$ cat config.mk
export PLATFORM = sky130hd
export DESIGN_NAME = tkm_cell
export DESIGN_NICKNAME = d
export VERILOG_FILES = /design/src/rtl/tkm_pkg.sv /design/src/rtl/tkm_cell.sv
export SDC_FILE = /design/constraint.sdc
export NUM_CORES = 1
export LEC_CHECK = 0
export ABC_AREA = 1
export ABC_CLOCK_PERIOD_IN_PS = 6500
export BUFFER_PORTS_ARGS = -buffer_cell sky130_fd_sc_hd__buf_2
export CAP_MARGIN = 10
export CORE_MARGIN = 10
export CORE_UTILIZATION = 50
export DETAILED_ROUTE_END_ITERATION = 10
export MAX_ROUTING_LAYER = met4
export PLACE_DENSITY = 0.77
export REMOVE_ABC_BUFFERS = 1
export SKIP_CTS_REPAIR_TIMING = 1
export SLEW_MARGIN = 20
export SYNTH_ARGS = -nofsm -noshare
export SYNTH_HDL_FRONTEND = slang
export SYNTH_SLANG_ARGS = --single-unit
$ cat constraint.sdc
create_clock -name clk -period 6.5 [get_ports clk]
set_clock_uncertainty 0.1 [all_clocks]
set_input_delay 0.325 -clock clk [delete_from_list [all_inputs] [get_ports clk]]
set_output_delay 0.325 -clock clk [all_outputs]
set_load 0.01 [all_outputs]
$ cat src/rtl/tkm_pkg.sv
package tkm_pkg;

  localparam int STREAMS_DEF = 16;

  // Stream id carried inside the chain; wide enough for the largest row
  localparam int SID_W      = 8;
  localparam int SIDX_W     = 4;
  localparam int TIME_W     = 64;
  localparam int EVENT_W    = 32;
  localparam int NODE_W     = 16;
  localparam int WRAP_W     = 16;
  localparam int OP_W       = 2;
  localparam int STAT_W     = 2;
  localparam int CFG_IDX_W  = 4;
  localparam int CFG_DATA_W = 32;

  localparam logic [WRAP_W-1:0] WRAP_MAX = '1;

  typedef enum logic [OP_W-1:0] {
    OP_PUSH   = 2'd0,
    OP_SELECT = 2'd1,
    OP_CLOSE  = 2'd2,
    OP_NOP    = 2'd3
  } op_t;

  typedef enum logic [STAT_W-1:0] {
    ST_ACCEPTED = 2'd0,
    ST_GIVEN    = 2'd1,
    ST_WAITING  = 2'd2,
    ST_NONE     = 2'd3
  } status_t;

  localparam logic [CFG_IDX_W-1:0] REG_ADJUST    = 4'd0;
  localparam logic [CFG_IDX_W-1:0] REG_INIT_CODE = 4'd1;

  // Broadcast to every cell; the cell whose id matches sid acts on it
  typedef struct packed {
    logic               push;
    logic               close;
    logic               take;
    logic [SID_W-1:0]   sid;
    logic [TIME_W-1:0]  rec_time;
    logic [EVENT_W-1:0] rec_event;
    logic [NODE_W-1:0]  rec_node;
    logic [EVENT_W-1:0] init_code;
  } cmd_t;

  // Best-so-far candidate handed from cell to cell behind the scan token
  typedef struct packed {
    logic               tok;
    logic               found;
    logic               pend;
    logic [SID_W-1:0]   sid;
    logic [WRAP_W-1:0]  wrap;
    logic [TIME_W-1:0]  rec_time;
    logic [EVENT_W-1:0] rec_event;
    logic [NODE_W-1:0]  rec_node;
  } cand_t;

endpackage

$ cat src/rtl/tkm_cell.sv
module tkm_cell #(
  parameter int ID = 0
) (
  input  logic           clk,
  input  logic           rst_n,
  input  tkm_pkg::cmd_t  cmd,
  input  tkm_pkg::cand_t cand_in,
  output tkm_pkg::cand_t cand_out
);

  logic [tkm_pkg::TIME_W-1:0]  head_time_r;
  logic [tkm_pkg::EVENT_W-1:0] head_event_r;
  logic [tkm_pkg::NODE_W-1:0]  head_node_r;
  logic [tkm_pkg::NODE_W-1:0]  stream_node_r;
  logic                        known_r, known_nxt;
  logic [tkm_pkg::WRAP_W-1:0]  wrap_r, wrap_nxt;
  logic                        active_r, active_nxt;
  logic                        started_r, started_nxt;
  logic                        refill_r, refill_nxt;
  tkm_pkg::cand_t              cand_r, cand_nxt;

  logic hit;
  logic load;
  logic first;
  logic first_init;
  logic better;

  assign hit        = (cmd.sid == tkm_pkg::SID_W'(ID));
  assign first      = hit && cmd.push && !started_r;
  assign load       = hit && cmd.push && (!started_r || active_r);
  assign first_init = first && (cmd.rec_event == cmd.init_code);

  always_comb begin
    known_nxt   = known_r;
    wrap_nxt    = wrap_r;
    active_nxt  = active_r;
    started_nxt = started_r;
    refill_nxt  = refill_r;
    if (first) begin
      started_nxt = 1'b1;
      active_nxt  = 1'b1;
      refill_nxt  = 1'b0;
      wrap_nxt    = '0;
      known_nxt   = first_init;
    end else if (load) begin
      if (cmd.rec_time < head_time_r && wrap_r != tkm_pkg::WRAP_MAX) begin
        wrap_nxt = wrap_r + 1'b1;
      end
      refill_nxt = 1'b0;
    end else if (hit && cmd.close) begin
      started_nxt = 1'b1;
      active_nxt  = 1'b0;
      refill_nxt  = 1'b0;
    end else if (hit && cmd.take) begin
      refill_nxt = 1'b1;
    end
  end

  always_ff @(posedge clk) begin
    if (!rst_n) begin
      known_r   <= 1'b0;
      wrap_r    <= '0;
      active_r  <= 1'b0;
      started_r <= 1'b0;
      refill_r  <= 1'b0;
    end else begin
      known_r   <= known_nxt;
      wrap_r    <= wrap_nxt;
      active_r  <= active_nxt;
      started_r <= started_nxt;
      refill_r  <= refill_nxt;
    end
  end

  always_ff @(posedge clk) begin
    if (load) begin
      head_time_r  <= cmd.rec_time;
      head_event_r <= cmd.rec_event;
      head_node_r  <= cmd.rec_node;
    end
    if (first_init) begin
      stream_node_r <= cmd.rec_node;
    end
  end

  // fewest wraps first, then earliest time; an upstream tie keeps its lower index
  assign better = !cand_in.found || (wrap_r < cand_in.wrap) ||
                  (wrap_r == cand_in.wrap && head_time_r < cand_in.rec_time);

  always_comb begin
    cand_nxt = cand_in;
    if (cand_in.tok && active_r) begin
      if (refill_r) begin
        cand_nxt.pend = 1'b1;
      end else if (better) begin
        cand_nxt.found     = 1'b1;
        cand_nxt.sid       = tkm_pkg::SID_W'(ID);
        cand_nxt.wrap      = wrap_r;
        cand_nxt.rec_time  = head_time_r;
        cand_nxt.rec_event = head_event_r;
        cand_nxt.rec_node  = known_r ? stream_node_r : head_node_r;
      end
    end
  end

  always_ff @(posedge clk) begin
    if (!rst_n) begin
      cand_r <= '0;
    end else begin
      cand_r <= cand_nxt;
    end
  end

  assign cand_out = cand_r;

endmodule

==> results of run 1 <==
-- per-stage QoR --
step	hold slack, ns	setup slack [ns]
after floorplan	0.318	-4.40
after global placement	0.378	2.36
after detailed placement	0.385	2.14
after CTS	-0.123	2.16
after global routing	-0.00730	2.11
final	-0.0324	2.50
-- logic make-up (layout without fill, tap and decap cells) --
logic type / count (synthesis) / count (layout) / share of synthesized area [%]
buf+inv: 275 / 913 / 7.68
other cells: 0 / 17 / 0
xor+xnor: 42 / 42 / 2.49
compound gates: 244 / 244 / 8.51
fa+ha+maj: 143 / 143 / 12.1
flops: 287 / 287 / 47.6
mux: 16 / 16 / 1.22
simple gates: 697 / 697 / 20.4
-- registers in the layout, indices dropped and copies added, names as in the netlist --
register       cells
head_time_r       64
refill_r           1
known_r            1
wrap_r            16
head_node_r       16
cand_out         139
head_event_r      32
active_r           1
started_r          1
stream_node_r     16
-- metal layers --
metal  GRT usage [%]  share of wire (%)  vias up  wire length (um)
li1                -                  -     6904                 -
met1            27.1                 38     6700             19200
met2            40.5                 50      671             25700
met3            6.15                8.1      151              4150
met4            6.85                3.8        0              1960
met5               -                  0        -                 0
-- cell usage after synthesis --
| master | instances |
|---|---|
| o2111ai_1 | 1 |
| xnor2_1 | 14 |
| buf_1 | 5 |
| nor3_2 | 1 |
| mux2_2 | 16 |
| dfxtp_1 | 159 |
| a21o_1 | 1 |
| o21ai_1 | 1 |
| inv_1 | 199 |
| o21ai_0 | 22 |
| nand2_2 | 1 |
| a211oi_1 | 1 |
| ha_1 | 143 |
| nor4_2 | 1 |
| nand4_2 | 2 |
| nor3_1 | 12 |
| buf_6 | 7 |
| xor2_1 | 28 |
| a21oi_1 | 207 |
| o21bai_1 | 1 |
| or2_2 | 1 |
| buf_2 | 16 |
| nor4_1 | 10 |
| a21boi_0 | 1 |
| nor2_1 | 200 |
| o211ai_1 | 2 |
| a2111oi_0 | 1 |
| clkbuf_1 | 39 |
| edfxtp_1 | 128 |
| nand3_1 | 90 |
| o21a_1 | 4 |
| nand4_1 | 28 |
| nand2_1 | 313 |
| a21boi_1 | 1 |
| nand3b_1 | 38 |
| clkinv_1 | 1 |
| a31oi_1 | 1 |
| buf_4 | 8 |
-- worst register-to-register path, stage by stage (launching register included) --
cell and delay (ns):
dfxtp_1 0.38, ha_1 0.32, nand2_1 0.08, nor2_1 0.17
nand4_1 0.11, nor2_1 0.13, nand2_1 0.08, nor3_2 0.13
nand2_1 0.07, nor2_1 0.17, nand2_1 0.17, nand2_8 0.56
buf_4 0.85, nand3b_1 0.26, nand2_1 0.17, nor2_1 0.05
-- power by group --
group	switching (mW)	leakage, nW	internal (mW)	total (mW)
logic	0.264	6.88	0.263	0.527
registers	0.0153	2.47	1.93	1.95
clock network	0.793	0.543	1.11	1.90
-- how the worst max path moves through the flow --
stage                               from                      end  slack (ns)  depth (start not counted)
2_1_floorplan      active_r$_SDFFE_PN0P_   cand_out[0]$_SDFF_PN0_       -4.40                          5
3_3_place_gp                cand_in[111]  cand_out[13]$_SDFF_PN0_        2.36                         16
6_report                    cand_in[119]  cand_out[36]$_SDFF_PN0_        2.50                         18
4_1_cts        head_time_r[63]$_DFFE_PP_   cand_out[3]$_SDFF_PN0_        2.16                         14
5_1_grt                     cand_in[110]  cand_out[12]$_SDFF_PN0_        2.11                         17
3_5_place_dp                cand_in[111]  cand_out[13]$_SDFF_PN0_        2.14                         16
-- layout make-up --
class / count / area (um2)
clock inverter: 15 / 134
multi-input combinational: 1142 / 6650
fill: 2002 / 8530
antenna: 17 / 42.5
tap: 384 / 480
sequential: 287 / 7030
clock buffer: 47 / 982
timing repair buffer: 651 / 4340
inverter: 200 / 753
==> run_results.csv, run 1 <==
group,metric,value,unit
detailed_routing,routedWlPerCell,18.6,um
clock_network,path_clk_slew,0.06,ns
job,max_cap_viol_count,0,
die,io_pins,435,
worst_setup_path,slowest_delay,0.83,ns
timing,maxSlewHeadroom,29.2,%
detailed_routing,wl,51000,um
worst_setup_path,cp_num_buf_inv,4,
worst_setup_path,reg2reg_depth,15,
worst_setup_path,endpoint_kind,"flop",
detailed_routing,via_per_inst,5.26,
timing,max_freq,250,MHz
die,die-area,36800,um2
yosys,ys_warn_count,0,
die,coreArea,28900,um2
worst_setup_path,path_delay_family,"simple AND/OR/NAND/NOR gates",
timing,fin_crit,4.00,ns
yosys,avgSynthCellArea,8.67,um2
timing,worst_slew_pin_slew,1.06,ns
status,status,"complete, but fails checks",
timing,fin_crit_sh,61.5,%
timing,drv_slew,0,
detailed_routing,dr.pass1.iters,5,
worst_setup_path,crit_top_cell,"nand2_1",
global_routing,grt_pass1_vias,13400,
cells_and_area,postLayoutCoreUtil,70.5,%
min_path,worstHoldStart,"cand_in[66]",
detailed_routing,dr.first_iter.drc_count,920,
place,hpwl,33200,um
cells_and_area,syn2layout_area_growth,38.1,%
timing,hold_ws,-0.0324,ns
min_path,hold_class,"input port to flop",
yosys,synth.cell_area,14800,um2
cells_and_area,stdcell_area,20400,um2
place,port_buffers,434,
detailed_routing,drc,0,
worst_setup_path,worst_r2r_startpoint,"wrap_r[7]$_SDFFE_PP0P_",
timing,rsz0062_at_grt,"no",
detailed_routing,vias,14400,
clock_network,clockBufferDepth,3,
yosys,synth.distinct_cells,38,
yosys,synth_top_area_share,26.0,%
worst_setup_path,critPathKind,"input port to flop",
place,placedCellCount,2453,
clock_network,cts_tree,"yes",
worst_setup_path,worstPathRequired,6.81,ns
min_path,min_to,"cand_out[66]$_SDFF_PN0_",
worst_setup_path,reg2reg_to,"cand_out[36]$_SDFF_PN0_",
global_routing,antenna_found_initial,15,
status,failed_checks,"negative hold slack",
die,die_x,192,um
min_path,hold_depth,3,
clock_network,numCtsBuffers,34,
timing,setup_viol,0,
yosys,synth_top_cell_by_area,"edfxtp_1",
global_routing,overflow,0,
detailed_routing,ant_nets,0,
clock_network,h-tree-depth,2,
worst_setup_path,crit_chain,"dlygate4sd3_1 > buf_2 > inv_1 > ha_1 > nand2_1 > nor2_1 > nand4_1 > nor2_1 > nand2_1 > nor3_2 > nand2_1 > nor2_1 > nand2_1 > nand2_8 > buf_4 > nand3b_1 > nand2_1 > nor2_1",
place,place_area,17100,um2
cells_and_area,layout_commonest_cell,"buf_2",
power_and_ir_drop,ir_drop,190,uV
die,num_rows,62,
worst_setup_path,cp.arrival,4.31,ns
clock_network,insertion_delay,0.52,ns
global_routing,grt_max_degree,226,
worst_setup_path,r2r_slack,2.61,ns
die,fp.dieH,192,um
global_routing,grt_pass1_wl,68500,um
yosys,ys_ff_latch,287,
yosys,syn_inst,1704,
worst_setup_path,crit_fanout,139,
yosys,yosys-top-cells-area,"edfxtp_1 26%, dfxtp_1 22%, ha_1 12%",
cells_and_area,nets,2755,
worst_setup_path,start_kind,"input port",
timing,finalHoldViolations,13,
yosys,ys_seq_area_share,47.6,%
cells_and_area,mostFrequentLayoutCells,"433 x buf_2, 312 x nand2_1, 211 x dlygate4sd3_1",
place,gp_congestion,0.907,
power_and_ir_drop,p_total,4.38,mW
global_routing,grtUsageTotal,23.8,%
power_and_ir_drop,cellLeakagePower,9.89,nW
timing,fin_setup_tns,0,ns
die,start_util,51.1,%
clock_network,cts_root_buffer,"clkbuf_16",
power_and_ir_drop,p_per_area,214,nW/um2
cells_and_area,fin_cells,2743,
worst_setup_path,cp_slowest_cell,"buf_4",
clock_network,cts.sink_count,287,
cells_and_area,drive_gt1_share,22.3,%
No activity file was read; power rests on OpenSTA's default activity.
==> run 2, diff against run 1 <==
--- a/config.mk
+++ b/config.mk
@@ -6,14 +6,14 @@
 export NUM_CORES = 1
 export LEC_CHECK = 0
 export ABC_AREA = 1
-export ABC_CLOCK_PERIOD_IN_PS = 6500
+export ABC_CLOCK_PERIOD_IN_PS = 3200
 export BUFFER_PORTS_ARGS = -buffer_cell sky130_fd_sc_hd__buf_2
 export CAP_MARGIN = 10
 export CORE_MARGIN = 10
-export CORE_UTILIZATION = 50
+export CORE_UTILIZATION = 47
 export DETAILED_ROUTE_END_ITERATION = 10
 export MAX_ROUTING_LAYER = met4
-export PLACE_DENSITY = 0.77
+export PLACE_DENSITY = 0.76
 export REMOVE_ABC_BUFFERS = 1
 export SKIP_CTS_REPAIR_TIMING = 1
 export SLEW_MARGIN = 20
==> constraint.sdc (replaced) <==
create_clock -name clk -period 3.2 [get_ports clk]
set_clock_uncertainty 0.1 [all_clocks]
set_input_delay 0.16 -clock clk [delete_from_list [all_inputs] [get_ports clk]]
set_output_delay 0.16 -clock clk [all_outputs]
set_load 0.01 [all_outputs]
==> run 2 against run 1 <==
Count of clock-buffer cells in the layout shrank 1. Cell area is 3.2% higher. Die area rose by 5.7%. Global-route usage fell by 0.44 points. The run now ends clean. Utilization decreased by 2.2 points. Highest routed layer unchanged. Critical endpoint is now cand_out[6]$_SDFF_PN0_.
==> run_results.csv, run 2 (synthesis gave the netlist of run 1 again) <==
group,metric,value,unit
die,die-area,38900,um2
status,status,"finished clean",
worst_setup_path,r2r_slack,0.18,ns
cells_and_area,drive_gt1_share,21.9,%
die,num_rows,64,
worst_setup_path,start_kind,"input port",
worst_setup_path,reg2reg_to,"cand_out[6]$_SDFF_PN0_",
global_routing,grt_max_degree,161,
timing,setup_viol,0,
detailed_routing,dr.pass1.iters,5,
place,port_buffers,434,
cells_and_area,syn2layout_area_growth,42.5,%
clock_network,cts_root_buffer,"clkbuf_16",
global_routing,grt_pass1_vias,13300,
global_routing,grtUsageTotal,23.4,%
power_and_ir_drop,ir_drop,463,uV
worst_setup_path,worst_r2r_startpoint,"head_time_r[45]$_DFFE_PP_",
power_and_ir_drop,p_per_area,434,nW/um2
cells_and_area,mostFrequentLayoutCells,"433 x buf_2, 312 x nand2_1, 255 x dlygate4sd3_1",
power_and_ir_drop,cellLeakagePower,10.2,nW
detailed_routing,via_per_inst,5.28,
cells_and_area,stdcell_area,21100,um2
worst_setup_path,endpoint_kind,"flop",
timing,fin_crit,3.04,ns
global_routing,overflow,0,
clock_network,path_clk_slew,0.06,ns
min_path,hold_class,"input port to flop",
cells_and_area,layout_commonest_cell,"buf_2",
die,coreArea,30800,um2
timing,fin_crit_sh,94.9,%
worst_setup_path,crit_fanout,40,
power_and_ir_drop,p_total,9.13,mW
detailed_routing,vias,14800,
min_path,hold_depth,3,
timing,hold_ws,0.0116,ns
clock_network,cts.sink_count,287,
die,start_util,47.9,%
cells_and_area,nets,2810,
clock_network,cts_tree,"yes",
die,io_pins,435,
worst_setup_path,cp.arrival,3.35,ns
timing,maxSlewHeadroom,42.0,%
worst_setup_path,worstPathRequired,3.51,ns
detailed_routing,wl,54100,um
detailed_routing,ant_nets,0,
timing,worst_slew_pin_slew,0.870,ns
detailed_routing,drc,0,
die,die_x,197,um
min_path,worstHoldStart,"rst_n",
detailed_routing,routedWlPerCell,19.3,um
detailed_routing,dr.first_iter.drc_count,894,
timing,finalHoldViolations,0,
place,place_area,17300,um2
clock_network,numCtsBuffers,35,
worst_setup_path,critPathKind,"input port to flop",
job,max_cap_viol_count,0,
cells_and_area,largest_reg_flops,139,
die,fp.dieH,197,um
clock_network,insertion_delay,0.52,ns
min_path,min_to,"cand_out[11]$_SDFF_PN0_",
clock_network,h-tree-depth,2,
timing,max_freq,329,MHz
global_routing,antenna_found_initial,8,
timing,drv_slew,0,
timing,fin_setup_tns,0,ns
worst_setup_path,reg2reg_depth,13,
place,hpwl,35300,um
place,gp_congestion,0.944,
clock_network,clockBufferDepth,3,
global_routing,grt_pass1_wl,70700,um
[run 2: final cells by class]
type / instances / area (um2)
clock inverters: 18 / 210
multi-input cells: 1142 / 6650
flip-flops and latches: 287 / 7030
clock buffers: 46 / 948
fillers: 2222 / 9770
well taps: 396 / 495
repair buffers: 705 / 4950
diodes: 10 / 25.0
inverters: 200 / 756
[run 2: worst max-delay path by stage]
stage	start	endpoint	slack [ns]	cells after the start
after floorplan	active_r$_SDFFE_PN0P_	cand_out[0]$_SDFF_PN0_	-7.70	5
after global placement	wrap_r[6]$_SDFFE_PP0P_	cand_out[7]$_SDFF_PN0_	0.24	13
after detailed placement	wrap_r[6]$_SDFFE_PP0P_	cand_out[3]$_SDFF_PN0_	0.19	13
after CTS	wrap_r[6]$_SDFFE_PP0P_	cand_out[3]$_SDFF_PN0_	0.18	13
after global routing	head_time_r[63]$_DFFE_PP_	cand_out[6]$_SDFF_PN0_	-0.003	15
final	cand_in[113]	cand_out[6]$_SDFF_PN0_	0.16	16
[run 2: worst max-delay path, stage by stage]
cell and delay [ns]:
dlygate4sd3_1 0.59, buf_2 0.14, inv_1 0.04, ha_1 0.31, a21oi_1 0.09, o21ai_1 0.18, nand2_1 0.09, o211ai_1 0.08
nand3_1 0.14, a21boi_1 0.57, nand2_8 0.29, nand2_2 0.16, buf_12 0.21, nand2_1 0.11, nand2_1 0.09, nor2_1 0.06
[run 2: metal layers]
layer / GRT usage, % / routed length [um] / share of wire [%]
met1: 26.2 / 20000 / 37
met2: 39.8 / 27500 / 51
met3: 6.35 / 4670 / 8.6
met4: 7.23 / 2030 / 3.8
met5: - / 0 / 0
[run 2: per-stage QoR]
stage               utilization, %  instances  setup WS, ns
finish                        68.3       2804         0.163
floorplan                        -       1629         -7.70
detailed placement            56.2       2475         0.187
global placement              56.2       2475         0.243
global route                  68.3       2804      -0.00262
CTS                           59.9       2539         0.181
[run 2: report_power, final]
part | switching (mW) | leakage, nW | total [mW] | internal, mW
logic | 0.559 | 7.16 | 1.13 | 0.569
clock network | 1.62 | 0.552 | 4.05 | 2.43
registers | 0.0317 | 2.47 | 3.95 | 3.92
==> run 3, diff against run 2 <==
--- a/config.mk
+++ b/config.mk
@@ -10,10 +10,11 @@
 export BUFFER_PORTS_ARGS = -buffer_cell sky130_fd_sc_hd__buf_2
 export CAP_MARGIN = 10
 export CORE_MARGIN = 10
-export CORE_UTILIZATION = 47
+export CORE_UTILIZATION = 49
+export CTS_BUF_LIST = sky130_fd_sc_hd__clkbuf_8
 export DETAILED_ROUTE_END_ITERATION = 10
 export MAX_ROUTING_LAYER = met4
-export PLACE_DENSITY = 0.76
+export PLACE_DENSITY = 0.78
 export REMOVE_ABC_BUFFERS = 1
 export SKIP_CTS_REPAIR_TIMING = 1
 export SLEW_MARGIN = 20
==> run 3 against run 2 <==
Clock power decreased by 15%. Register-to-register slack improved by 0.04 ns. Global-route usage decreased by 0.30 points. Sequential share of layout area increased by 0.12 points. Count of clock-buffer cells in the layout increased by 15. Sequential cell count unchanged. Hold slack improved by 0.11 ns. Die area decreased by 3.7%. Critical path type is now flop to flop. Total power decreased by 6.4%. First-iteration DRC count increased by 18%. Routed wire length increased by 0.60%.
==> run_results.csv, run 3 (synthesis gave the netlist of run 1 again) <==
group,metric,value,unit
status,status,"finished clean",
global_routing,met2_usage,39.0,%
timing,max_freq,336,MHz
power_and_ir_drop,p_sw_share,26.2,%
place,hpwl,33500,um
die,die_x,194,um
place,place_area,17300,um2
detailed_routing,via_per_inst,5.34,
die,die-area,37500,um2
cells_and_area,mostFrequentLayoutCells,"433 x buf_2, 313 x nand2_1, 258 x dlygate4sd3_1",
power_and_ir_drop,power_switching,2.24,mW
worst_setup_path,endpoint_kind,"flop",
power_and_ir_drop,p_per_area,407,nW/um2
detailed_routing,drc,0,
clock_network,cts_root_buffer,"clkbuf_8",
timing,hold_ws,0.122,ns
clock_network,clockBufferDepth,3,
power_and_ir_drop,cellLeakagePower,10.2,nW
die,fp.dieH,194,um
clock_network,path_clk_slew,0.07,ns
worst_setup_path,start_kind,"flop",
timing,fin_crit,2.98,ns
timing,fin_crit_sh,93.0,%
min_path,hold_class,"input port to flop",
clock_network,h-tree-depth,2,
place,gp_congestion,0.891,
power_and_ir_drop,p_int,6.31,mW
power_and_ir_drop,seq_power_share,46.3,%
worst_setup_path,cp.arrival,3.36,ns
global_routing,met3_usage,5.91,%
job,max_cap_viol_count,0,
global_routing,gr-usage-met1,26.3,%
global_routing,grt_pass1_wl,69100,um
global_routing,overflow,0,
cells_and_area,layout_commonest_cell,"buf_2",
clock_network,insertion_delay,0.58,ns
detailed_routing,wl,54500,um
global_routing,grt_pass1_vias,13500,
detailed_routing,ant_nets,0,
clock_network,cts.sink_count,287,
timing,finalWorstSetupSlack,0.223,ns
cells_and_area,largest_reg_flops,139,
detailed_routing,vias,15100,
timing,maxSlewHeadroom,47.1,%
cells_and_area,drive_gt1_share,22.6,%
die,io_pins,435,
timing,worst_slew_pin_slew,0.792,ns
cells_and_area,stdcell_area,21000,um2
cells_and_area,syn2layout_area_growth,42.0,%
global_routing,grtUsageTotal,23.1,%
clock_network,numCtsBuffers,51,
detailed_routing,dr.first_iter.drc_count,1059,
detailed_routing,routedWlPerCell,19.2,um
global_routing,antenna_found_initial,10,
clock_network,cts_tree,"yes",
place,dp_worst_setup_slack,0.115,ns
timing,finalHoldViolations,0,
global_routing,grt_max_degree,89,
detailed_routing,dr.pass1.iters,7,
global_routing,top_usage_layer,"met2",
worst_setup_path,crit_fanout,40,
worst_setup_path,critPathKind,"flop to flop",
die,start_util,49.7,%
power_and_ir_drop,p_comb_share,13.3,%
worst_setup_path,worstPathRequired,3.59,ns
power_and_ir_drop,ir_drop,327,uV
power_and_ir_drop,p_clk_share,40.4,%
cells_and_area,nets,2831,
die,num_rows,63,
timing,drv_slew,0,
place,port_buffers,434,
timing,setup_viol,0,
die,coreArea,29700,um2
[run 3: cell count changes in the layout (fill, tap and decap cells not counted), sizes merged]
cell	change
clkbuf	+15
inv	+18
buf	+2
diode	+1
bufinv	-3
clkinvlp	+1
dlygate4sd3	+3
[run 3: path summary, 6_finish.rpt]
kind / from / to / slack (ns) / cells after the start
worst max-delay path: head_time_r[11]$_DFFE_PP_ / cand_out[9]$_SDFF_PN0_ / 0.22 / 14
worst min-delay path: cmd[144] / active_r$_SDFFE_PN0P_ / 0.12 / 7
worst max register to register: head_time_r[11]$_DFFE_PP_ / cand_out[9]$_SDFF_PN0_ / 0.22 / 14
worst min register to register: wrap_r[13]$_SDFFE_PP0P_ / wrap_r[13]$_SDFFE_PP0P_ / 0.40 / 2
[run 3: power groups by stage]
| stage | sequential [mW] | clock [mW] | combinational (mW) |
|---|---|---|---|
| 2_1_floorplan | 4.07 | 0 | 0.318 |
| 3_3_place_gp | 4.02 | 0 | 0.793 |
| 3_5_place_dp | 4.03 | 0 | 0.819 |
| 4_1_cts | 3.95 | 3.45 | 0.823 |
| 5_1_grt | 3.96 | 3.66 | 1.24 |
| 6_report | 3.96 | 3.45 | 1.14 |
[run 3: metal layers]
metal	share of wire, %	routed length (um)
met2	50	27200
met4	4.5	2450
met5	0	0
met3	8.2	4450
met1	37	20300
[run 3: layout make-up]
| type | count | area [um2] |
|---|---|---|
| multi-input combinational | 1142 | 6650 |
| sequential | 287 | 7030 |
| tap | 390 | 488 |
| antenna | 11 | 27.5 |
| clock buffer | 61 | 840 |
| fill | 2058 | 8730 |
| timing repair buffer | 710 | 5020 |
| inverter | 200 | 756 |
| clock inverter | 34 | 178 |
[run 3: through the flow]
| step | util (%) | total power, mW | instances | TNS, ns |
|---|---|---|---|---|
| finish | 70.6 | 8.54 | 2835 | 0 |
| global route | 70.6 | 8.86 | 2834 | -0.0312 |
| CTS | 61.8 | 8.22 | 2566 | 0 |
| detailed placement | 58.4 | 4.84 | 2471 | 0 |
| global placement | 58.4 | 4.82 | 2471 | 0 |
| floorplan | - | 4.39 | 1629 | -862.76 |
[run 3: critical path: stages, from the launching register on]
cell,delay [ns]
edfxtp_1,0.42
ha_1,0.34
nand2_1,0.08
o21ai_0,0.24
a21oi_1,0.13
nand2_1,0.16
nand2_1,0.07
nand2_1,0.21
nand2_1,0.08
nand2_1,0.16
nand2_8,0.20
nand2_1,0.19
buf_12,0.21
nor2_1,0.08
nor2_1,0.20
